## src/plgs_pkg.sv

```systemverilog
`default_nettype none

package plgs_pkg;

    localparam int DEF_MAX_POINTS  = 16;
    localparam int DEF_COLUMNS     = 5;
    localparam int DEF_VALUE_WIDTH = 32;

    // fixed field widths of the ports
    localparam int DATA_W  = 32;
    localparam int PTS_W   = 5;
    localparam int OP_W    = 2;
    localparam int INDEX_W = 4;
    localparam int COL_W   = 3;

    typedef enum logic [OP_W-1:0] {
        OP_WR_X  = 2'd0,
        OP_WR_Y  = 2'd1,
        OP_EVAL  = 2'd2,
        OP_NONE  = 2'd3
    } t_op;

    // controller -> datapath
    typedef struct packed {
        logic accept;    // transaction taken this cycle
        logic scan;      // walk breakpoint store
        logic pick;      // choose rows / flag unsorted table
        logic y_next;    // advance value address by one row
        logic cap_y0;    // hold left value
        logic take_y;    // result is the value just read
        logic setup;     // prepare operands of the multiply-divide
        logic div_step;  // one bit of the multiply-divide
        logic fin;       // apply quotient to left value
        logic out_load;  // move result into output register
    } t_cmd;

    // datapath -> controller
    typedef struct packed {
        logic eval_ok;   // item is an evaluate with a legal column
        logic scan_done; // last breakpoint in use checked
        logic bad;       // breakpoints in use not sorted
        logic direct;    // answer is a stored value, no interpolation
        logic div_last;  // final multiply-divide step this cycle
        logic out_free;  // output register can take a result
    } t_stat;

endpackage

`default_nettype wire

```

## src/plgs_ctrl.sv

```systemverilog
`default_nettype none

module plgs_ctrl
    import plgs_pkg::*;
(
    input  wire logic  i_clk,
    input  wire logic  i_rst_n,
    input  wire logic  i_valid,
    output logic       o_stall,
    input  wire t_stat i_stat,
    output t_cmd       o_cmd
);

    typedef enum logic [3:0] {
        S_IDLE,
        S_SCAN,
        S_PICK,
        S_RD0,
        S_RD1,
        S_SETUP,
        S_DIV,
        S_FIN,
        S_TAKE,
        S_DONE
    } t_state;

    t_state r_state;
    t_state n_state;

    always_comb begin
        n_state = r_state;
        o_cmd   = '0;
        case (r_state)
            S_IDLE: begin
                if (i_valid) begin
                    o_cmd.accept = 1'b1;
                    n_state      = i_stat.eval_ok ? S_SCAN : S_DONE;
                end
            end
            S_SCAN: begin
                o_cmd.scan = 1'b1;
                if (i_stat.scan_done) begin
                    n_state = S_PICK;
                end
            end
            S_PICK: begin
                o_cmd.pick = 1'b1;
                n_state    = i_stat.bad ? S_DONE : S_RD0;
            end
            S_RD0: begin
                // value read in flight; interpolation needs the next row too
                o_cmd.y_next = !i_stat.direct;
                n_state      = i_stat.direct ? S_TAKE : S_RD1;
            end
            S_RD1: begin
                o_cmd.cap_y0 = 1'b1;
                n_state      = S_SETUP;
            end
            S_SETUP: begin
                o_cmd.setup = 1'b1;
                n_state     = S_DIV;
            end
            S_DIV: begin
                o_cmd.div_step = 1'b1;
                if (i_stat.div_last) begin
                    n_state = S_FIN;
                end
            end
            S_FIN: begin
                o_cmd.fin = 1'b1;
                n_state   = S_DONE;
            end
            S_TAKE: begin
                o_cmd.take_y = 1'b1;
                n_state      = S_DONE;
            end
            S_DONE: begin
                if (i_stat.out_free) begin
                    o_cmd.out_load = 1'b1;
                    n_state        = S_IDLE;
                end
            end
            default: begin
                n_state = S_IDLE;
            end
        endcase
    end

    assign o_stall = (r_state != S_IDLE);

    always_ff @(posedge i_clk) begin
        if (!i_rst_n) begin
            r_state <= S_IDLE;
        end else begin
            r_state <= n_state;
        end
    end

endmodule

`default_nettype wire

```

## src/plgs_dpath.sv

```systemverilog
`default_nettype none

module plgs_dpath
    import plgs_pkg::*;
#(
    parameter int MAX_POINTS  = DEF_MAX_POINTS,
    parameter int COLUMNS     = DEF_COLUMNS,
    parameter int VALUE_WIDTH = DEF_VALUE_WIDTH
) (
    input  wire logic                     i_clk,
    input  wire logic                     i_rst_n,
    input  wire t_cmd                     i_cmd,
    output t_stat                         o_stat,
    input  wire logic [OP_W-1:0]          i_operation,
    input  wire logic [INDEX_W-1:0]       i_point_index,
    input  wire logic [COL_W-1:0]         i_column,
    input  wire logic signed [DATA_W-1:0] i_data_value,
    input  wire logic                     i_cfg_wr_en,
    input  wire logic [PTS_W-1:0]         i_cfg_wr_data,
    input  wire logic                     i_stall,
    output logic                          o_valid,
    output logic signed [DATA_W-1:0]      o_result_value,
    output logic                          o_status
);

    localparam int VW        = VALUE_WIDTH;
    localparam int IDX_W     = $clog2(MAX_POINTS);
    localparam int CNT_W     = $clog2(MAX_POINTS + 1);
    localparam int YA_W      = $clog2(MAX_POINTS * COLUMNS);
    localparam int DIV_STEPS = VALUE_WIDTH + 1;
    localparam int DC_W      = $clog2(DIV_STEPS);
    localparam int PC_W      = (CNT_W > PTS_W) ? CNT_W : PTS_W;

    // stores
    logic signed [VW-1:0] mem_x [MAX_POINTS];
    logic signed [VW-1:0] mem_y [MAX_POINTS*COLUMNS];

    // configuration
    logic [PTS_W-1:0] r_points;

    // latched transaction
    logic signed [VW-1:0] r_q;
    logic [COL_W-1:0]     r_col;
    logic [CNT_W-1:0]     r_n;

    // scan
    logic [CNT_W-1:0]     r_ri;
    logic [IDX_W-1:0]     r_pi;
    logic                 r_pv;
    logic signed [VW-1:0] r_xq;
    logic signed [VW-1:0] r_prev;
    logic                 r_found;
    logic                 r_bad;
    logic [IDX_W-1:0]     r_k;
    logic signed [VW-1:0] r_x0;
    logic signed [VW-1:0] r_x1;

    // value reads
    logic [YA_W-1:0]      r_yaddr;
    logic signed [VW-1:0] r_yq;
    logic signed [VW-1:0] r_y0;

    // multiply-divide
    logic [VW:0]          r_a;
    logic [VW-1:0]        r_b;
    logic [VW-1:0]        r_d;
    logic [VW-1:0]        r_r;
    logic [VW:0]          r_qt;
    logic                 r_neg;
    logic [DC_W-1:0]      r_dcnt;

    // result
    logic signed [VW-1:0]     r_res;
    logic                     r_stat;
    logic                     r_out_valid;
    logic signed [DATA_W-1:0] r_out_value;
    logic                     r_out_status;

    logic signed [VW-1:0] v_in;
    logic                 idx_ok;
    logic                 col_ok;
    logic [YA_W-1:0]      wr_yaddr;
    logic [PC_W-1:0]      pts_ext;
    logic [CNT_W-1:0]     n_eff;
    logic                 hit;
    logic                 direct;
    logic [IDX_W-1:0]     row_sel;
    logic signed [VW:0]   dy;
    logic [VW:0]          dx_b;
    logic [VW:0]          dx_d;
    logic [VW+1:0]        n_rp;
    logic [VW+1:0]        d1;
    logic [VW+1:0]        d2;
    logic [VW+1:0]        n_rem;
    logic [1:0]           n_c;
    logic signed [VW:0]   n_sum;

    assign v_in     = VW'(i_data_value);
    assign idx_ok   = (32'(i_point_index) < 32'(MAX_POINTS));
    assign col_ok   = (32'(i_column) < 32'(COLUMNS));
    assign wr_yaddr = YA_W'(i_point_index) * YA_W'(COLUMNS) + YA_W'(i_column);

    // a register value of zero acts as one, above the store size it saturates
    assign pts_ext = PC_W'(r_points);
    assign n_eff   = (r_points == '0) ? CNT_W'(1)
                   : (pts_ext > PC_W'(MAX_POINTS)) ? CNT_W'(MAX_POINTS)
                   : CNT_W'(pts_ext);

    assign hit    = r_pv && !r_found && (r_xq >= r_q);
    // below the first point, on a point, or past the last point
    assign direct = !r_found || (r_k == '0) || (r_x1 == r_q);
    assign row_sel = !r_found ? IDX_W'(r_n - CNT_W'(1))
                   : (direct ? r_k : r_k - IDX_W'(1));

    assign o_stat.eval_ok   = (t_op'(i_operation) == OP_EVAL) && col_ok;
    assign o_stat.scan_done = r_pv && (CNT_W'(r_pi) == r_n - CNT_W'(1));
    assign o_stat.bad       = r_bad;
    assign o_stat.direct    = direct;
    assign o_stat.div_last  = (r_dcnt == DC_W'(DIV_STEPS - 1));
    assign o_stat.out_free  = !r_out_valid || !i_stall;

    always_ff @(posedge i_clk) begin
        if (!i_rst_n) begin
            r_points <= PTS_W'(1);
        end else if (i_cfg_wr_en) begin
            r_points <= i_cfg_wr_data;
        end
    end

    // stores: written on the accept edge, read every cycle
    always_ff @(posedge i_clk) begin
        if (i_cmd.accept && (t_op'(i_operation) == OP_WR_X) && idx_ok) begin
            mem_x[IDX_W'(i_point_index)] <= v_in;
        end
        r_xq <= mem_x[r_ri[IDX_W-1:0]];
    end

    always_ff @(posedge i_clk) begin
        if (i_cmd.accept && (t_op'(i_operation) == OP_WR_Y) && idx_ok && col_ok) begin
            mem_y[wr_yaddr] <= v_in;
        end
        r_yq <= mem_y[r_yaddr];
    end

    always_ff @(posedge i_clk) begin
        if (i_cmd.accept) begin
            r_q   <= v_in;
            r_col <= i_column;
            r_n   <= n_eff;
        end
    end

    // breakpoint scan: order check and first point not below the query
    always_ff @(posedge i_clk) begin
        if (!i_rst_n) begin
            r_ri    <= '0;
            r_pv    <= 1'b0;
            r_found <= 1'b0;
            r_bad   <= 1'b0;
        end else if (i_cmd.accept) begin
            r_ri    <= '0;
            r_pv    <= 1'b0;
            r_found <= 1'b0;
            r_bad   <= 1'b0;
        end else if (i_cmd.scan) begin
            r_pv <= (r_ri < r_n);
            if (r_ri < r_n) begin
                r_ri <= r_ri + CNT_W'(1);
            end
            if (r_pv && (r_pi != '0) && (r_xq < r_prev)) begin
                r_bad <= 1'b1;
            end
            if (hit) begin
                r_found <= 1'b1;
            end
        end else begin
            r_pv <= 1'b0;
        end
    end

    always_ff @(posedge i_clk) begin
        r_pi <= r_ri[IDX_W-1:0];
        if (i_cmd.scan && r_pv) begin
            r_prev <= r_xq;
        end
        if (i_cmd.scan && hit) begin
            r_k  <= r_pi;
            r_x1 <= r_xq;
            r_x0 <= r_prev;
        end
    end

    always_ff @(posedge i_clk) begin
        if (i_cmd.pick) begin
            r_yaddr <= YA_W'(row_sel) * YA_W'(COLUMNS) + YA_W'(r_col);
        end else if (i_cmd.y_next) begin
            r_yaddr <= r_yaddr + YA_W'(COLUMNS);
        end
        if (i_cmd.cap_y0) begin
            r_y0 <= r_yq;
        end
    end

    // operands: |y1-y0|, x-x0, x1-x0
    assign dy   = {r_yq[VW-1], r_yq} - {r_y0[VW-1], r_y0};
    assign dx_b = {r_q[VW-1], r_q} - {r_x0[VW-1], r_x0};
    assign dx_d = {r_x1[VW-1], r_x1} - {r_x0[VW-1], r_x0};

    // floor(a*b/d), one bit of a per step; remainder stays below d
    always_comb begin
        d1   = {2'b00, r_d};
        d2   = {1'b0, r_d, 1'b0};
        n_rp = {1'b0, r_r, 1'b0} + (r_a[VW] ? {2'b00, r_b} : '0);
        if (n_rp >= d2) begin
            n_rem = n_rp - d2;
            n_c   = 2'd2;
        end else if (n_rp >= d1) begin
            n_rem = n_rp - d1;
            n_c   = 2'd1;
        end else begin
            n_rem = n_rp;
            n_c   = 2'd0;
        end
    end

    always_ff @(posedge i_clk) begin
        if (i_cmd.setup) begin
            r_a    <= dy[VW] ? (VW+1)'(-dy) : (VW+1)'(dy);
            r_neg  <= dy[VW];
            r_b    <= dx_b[VW-1:0];
            r_d    <= dx_d[VW-1:0];
            r_r    <= '0;
            r_qt   <= '0;
            r_dcnt <= '0;
        end else if (i_cmd.div_step) begin
            r_a    <= {r_a[VW-1:0], 1'b0};
            r_r    <= n_rem[VW-1:0];
            r_qt   <= {r_qt[VW-1:0], 1'b0} + (VW+1)'(n_c);
            r_dcnt <= r_dcnt + DC_W'(1);
        end
    end

    assign n_sum = r_neg ? ({r_y0[VW-1], r_y0} - signed'(r_qt))
                         : ({r_y0[VW-1], r_y0} + signed'(r_qt));

    always_ff @(posedge i_clk) begin
        if (i_cmd.accept) begin
            r_res  <= '0;
            r_stat <= 1'b0;
        end else if (i_cmd.pick && r_bad) begin
            r_stat <= 1'b1;
        end else if (i_cmd.take_y) begin
            r_res <= r_yq;
        end else if (i_cmd.fin) begin
            r_res <= n_sum[VW-1:0];
        end
    end

    always_ff @(posedge i_clk) begin
        if (!i_rst_n) begin
            r_out_valid <= 1'b0;
        end else if (i_cmd.out_load) begin
            r_out_valid <= 1'b1;
        end else if (!i_stall) begin
            r_out_valid <= 1'b0;
        end
    end

    always_ff @(posedge i_clk) begin
        if (i_cmd.out_load) begin
            r_out_value  <= DATA_W'(r_res);
            r_out_status <= r_stat;
        end
    end

    assign o_valid        = r_out_valid;
    assign o_result_value = r_out_value;
    assign o_status       = r_out_status;

endmodule

`default_nettype wire

```

## src/piecewise_linear_gain_schedule_core.sv

```systemverilog
`default_nettype none

// Piecewise-linear gain schedule. Breakpoint positions and column values are
// loaded by write transactions; an evaluate transaction returns one column at
// a query point, clamped outside the table, exact on a breakpoint, otherwise
// y0 + (y1-y0)*(x-x0)/(x1-x0) truncated toward zero, all signed Q16.16.
// Every transaction returns one result; status 1 flags breakpoints in use
// that are not non-decreasing. The breakpoint store is scanned one entry per
// cycle and the multiply-divide retires one bit per cycle. A finished result
// waits in the output register while the next transaction is taken. Entries
// must be written before use.
module piecewise_linear_gain_schedule_core
    import plgs_pkg::*;
#(
    parameter int MAX_POINTS  = DEF_MAX_POINTS,
    parameter int COLUMNS     = DEF_COLUMNS,
    parameter int VALUE_WIDTH = DEF_VALUE_WIDTH
) (
    input  wire logic                     i_clk,
    input  wire logic                     i_rst_n,
    input  wire logic                     i_valid,
    output logic                          o_stall,
    input  wire logic [OP_W-1:0]          i_operation,
    input  wire logic [INDEX_W-1:0]       i_point_index,
    input  wire logic [COL_W-1:0]         i_column,
    input  wire logic signed [DATA_W-1:0] i_data_value,
    output logic                          o_valid,
    input  wire logic                     i_stall,
    output logic signed [DATA_W-1:0]      o_result_value,
    output logic                          o_status,
    input  wire logic                     i_cfg_wr_en,
    input  wire logic [PTS_W-1:0]         i_cfg_wr_data
);

    t_cmd  cmd;
    t_stat stat;

    plgs_ctrl u_ctrl (
        .i_clk   (i_clk),
        .i_rst_n (i_rst_n),
        .i_valid (i_valid),
        .o_stall (o_stall),
        .i_stat  (stat),
        .o_cmd   (cmd)
    );

    plgs_dpath #(
        .MAX_POINTS  (MAX_POINTS),
        .COLUMNS     (COLUMNS),
        .VALUE_WIDTH (VALUE_WIDTH)
    ) u_dpath (
        .i_clk          (i_clk),
        .i_rst_n        (i_rst_n),
        .i_cmd          (cmd),
        .o_stat         (stat),
        .i_operation    (i_operation),
        .i_point_index  (i_point_index),
        .i_column       (i_column),
        .i_data_value   (i_data_value),
        .i_cfg_wr_en    (i_cfg_wr_en),
        .i_cfg_wr_data  (i_cfg_wr_data),
        .i_stall        (i_stall),
        .o_valid        (o_valid),
        .o_result_value (o_result_value),
        .o_status       (o_status)
    );

endmodule

`default_nettype wire

```

## config.mk

```make
export PLATFORM = sky130hd
export DESIGN_NAME = piecewise_linear_gain_schedule_core
export DESIGN_NICKNAME = d
export VERILOG_FILES = /design/src/plgs_pkg.sv /design/src/plgs_ctrl.sv /design/src/plgs_dpath.sv /design/src/piecewise_linear_gain_schedule_core.sv
export SDC_FILE = /design/constraint.sdc
export NUM_CORES = 2
export LEC_CHECK = 0
export BUFFER_PORTS_ARGS = -buffer_cell sky130_fd_sc_hd__buf_2
export CORE_MARGIN = 3
export CORE_UTILIZATION = 57
export DETAILED_ROUTE_END_ITERATION = 8
export PLACE_DENSITY = 0.76
export SETUP_SLACK_MARGIN = 0.3
export SYNTH_ARGS = -nofsm -noshare
export SYNTH_HDL_FRONTEND = slang
export SYNTH_SLANG_ARGS = --single-unit
export TNS_END_PERCENT = 30
```

## constraint.sdc

```tcl
create_clock -name i_clk -period 7.2 [get_ports i_clk]
set_clock_uncertainty 0.05 [all_clocks]
set_input_delay 0 -clock i_clk [delete_from_list [all_inputs] [get_ports i_clk]]
set_output_delay 0 -clock i_clk [all_outputs]
set_load 0.01 [all_outputs]
```

==> metrics.cfg <==
[outcome]
status=finished, final reports clean

[setup_path]
crit_slowest_cell=edfxtp_1
crit_path_max_fanout=6
critPathTopFamily=simple AND/OR/NAND/NOR gates
path_class=reg2reg
crit_buf_inv=3
arrival_ps=7140
worstSetupEndpointType=flip-flop
slowest_delay_ps=460
worstSetupStartpointType=flip-flop
critPathRequiredTime_ps=7820

[final_layout]
regArea_sq_mm=0.105
fin_util=0.646
n_fill_cell=16600
multi_input_area_sq_mm=0.0423
final_layout_size_suffix_gt1_frac=0.234
syn2layout_area_growth_pct=12.6
largest_reg_flops=2560
regMostFlops=u_dpath.mem_y
largestRegisters=u_dpath.mem_y: 2560 flops, u_dpath.mem_x: 512 flops, u_dpath.r_a: 33 flops
nNetsFinal=8732

[timing]
rsz0062_at_grt=false
finalCriticalPeriod_ps=6520
fin_crit_sh=0.906
final.setup.tns_ps=0
final-setup-viol-count=0
final_max_slew_viol_count=0
timing.fmax_ghz=0.153
max_slew_margin=0.0306
worstMarginPinSlew_ps=1440
finalHoldViolCount=0

[global_route]
grt_pass1_vias=81900
overflow=0
grt_usage=0.300
grt_pass1_wl_microns=576000
grt_max_degree=128
antenna_found_initial=48

[logic_synthesis]
yosys.area.top_type=edfxtp_1
synth_top_area_share=0.681
yosys.cell_types.count=95
yosys_warnings=0
synth_nets=8322
synth_area_per_cell_sq_um=18.8
synthCells=7939
ys_ff_latch=3571
async_reset_ff_frac=0
synth_seq_area_share=0.707
synth_area_sq_mm=0.149
synth_edf_count=3382
synth_flop_cell=edfxtp_1
ys_top_cells_by_area=edfxtp_1, mux4_2, ha_1

[power]
p_comb_frac=0.096
leakage_nw=55.3
p_int_mw=35.5
p_per_area_mw_per_mm2=277
vdd_ir_drop_max_mv=0.255
p_sw_frac=0.236
switchingPower_mw=11.0
pwr-share-seq=0.505
pwr-share-clk=0.400

[die]
io_pins=86
core-area_sq_mm=0.260
rows=187
dieArea_sq_mm=0.268
initial_core_util=0.573
chipHeight_microns=517
die_w_microns=517

[detailed_routing]
final_antenna_net_count=0
via_per_inst=6.67
drtIter0Drc=10400
drc=0
wl_per_cell_microns=32.9
wirelength_microns=400000
vias=80900
dr.pass1.iters=5

[clock_network]
clk_latency_ps=940
cts_tree=done
h-tree-depth=5
cts_buffers=357
clockBufferDepth=4
cts_sinks=3571
clockRootBuffer=clkbuf_16
clk_pin_slew_ps=60

[placed_design]
placement.io_buffers=85
dpl.hpwl_microns=226000
gp_congestion=0.916

[flow_run]
maxCapViolations=0

[hold_path]
hold_class=in2reg

==> synthesized netlist by cell type (109+ instances only) <==
cell type and number:
edfxtp_1 3382, mux4_2 977, inv_1 258, nor2_1 321, ha_1 323, o21ai_0 232, xnor2_1 224, dfxtp_1 189
a21oi_1 275, a21o_1 109, clkbuf_1 219, nand2_1 283
==> timing repair <==
action                     in CTS  in global routing
setup endpoints to repair       4                 16
pin swaps                       1                 10
setup buffers                   3                 11
hold buffers                   85                  0
hold endpoints to repair     2846                  0
resized for setup               2                 27
==> worst reg2reg max path, delay by kind of cell, from the launching register on <==
kind	cells	cell delay, ps
and+or+nand+nor	13	2610
AOI/OAI and AO/OA	9	1770
adders and majority gates	3	940
DFF	1	460
buffers and inverters	3	440
xor gates and xnor gates	1	120
==> power groups by stage <==
| stage | combinational [mW] | sequential, mW | clock [mW] |
|---|---|---|---|
| after CTS | 4.42 | 23.5 | 18.8 |
| after floorplan | 2.88 | 23.6 | 0 |
| after global placement | 4.21 | 23.9 | 0 |
| after detailed placement | 4.29 | 23.9 | 0 |
| after global routing | 4.77 | 23.5 | 19.5 |
| final | 4.44 | 23.4 | 18.6 |
==> stage by stage <==
step / hold WS, ps / instances / area (sq um) / setup slack (ps) / total power [mW]
after floorplan: 48.9 / 7939 / 149000 / 493 / 26.5
after global placement: 172 / 11400 / 155000 / 73.9 / 28.1
after detailed placement: 174 / 11400 / 155000 / 123 / 28.2
after CTS: 4.74 / 12100 / 168000 / 333 / 46.6
after global routing: 12.4 / 12100 / 168000 / 331 / 47.7
final: 35.4 / 12100 / 168000 / 676 / 46.5
==> cell usage in the layout (no fill, tap or decap), types with 77 or more instances in the layout <==
master	count
a21o_1	109
a21oi_1	268
buf_4	233
clkbuf_16	362
dfxtp_1	185
dlygate4sd3_1	85
edfxtp_1	3382
ha_1	321
inv_1	256
mux4_2	977
nand2_1	282
nand3_1	77
nor2_1	223
nor2_4	95
o21ai_0	229
xnor2_1	223
xor2_1	99
==> layer usage <==
layer / wire length [microns] / up-vias / GRT usage
met4: 20200 / 22 / 0.129
met1: 143000 / 41900 / 0.393
met2: 198000 / 5018 / 0.495
li1: - / 33100 / -
met3: 39100 / 926 / 0.0626
met5: 137 / - / 0
==> cells by family (layout without fill, tap and decap cells) <==
logic type | count (synthesis) | in the layout | share of synthesized area
simple gates | 1079 | 1079 | 0.0346
compound gates | 970 | 970 | 0.0418
buf+inv | 593 | 1280 | 0.0152
fa+ha+maj | 332 | 332 | 0.0283
flops | 3571 | 3571 | 0.707
mux | 1070 | 1070 | 0.154
other cells | 0 | 16 | 0
xor+xnor | 324 | 324 | 0.0190
==> area by class of cell <==
class	instances	area share
repair buffers	385	0.0187
clock inverters	194	0.0125
well taps	3496	0.0261
multi-input cells	3775	0.252
clock buffers	442	0.0567
inverters	259	0.00580
diodes	16	0.000239
flip-flops and latches	3571	0.628
==> path summary, 6_finish.rpt <==
check	slack [ps]	end	start	depth (start not counted)
worst max-delay path	680	u_dpath.r_qt[30]	u_dpath.r_a[32]	29
worst min-delay path	40	u_dpath.mem_x[14][25]	i_data_value[25]	2
worst max register to register	680	u_dpath.r_qt[30]	u_dpath.r_a[32]	29
worst min register to register	390	u_dpath.o_result_value[31]	u_dpath.r_res[31]	0
(Power assumes the default switching activity.)
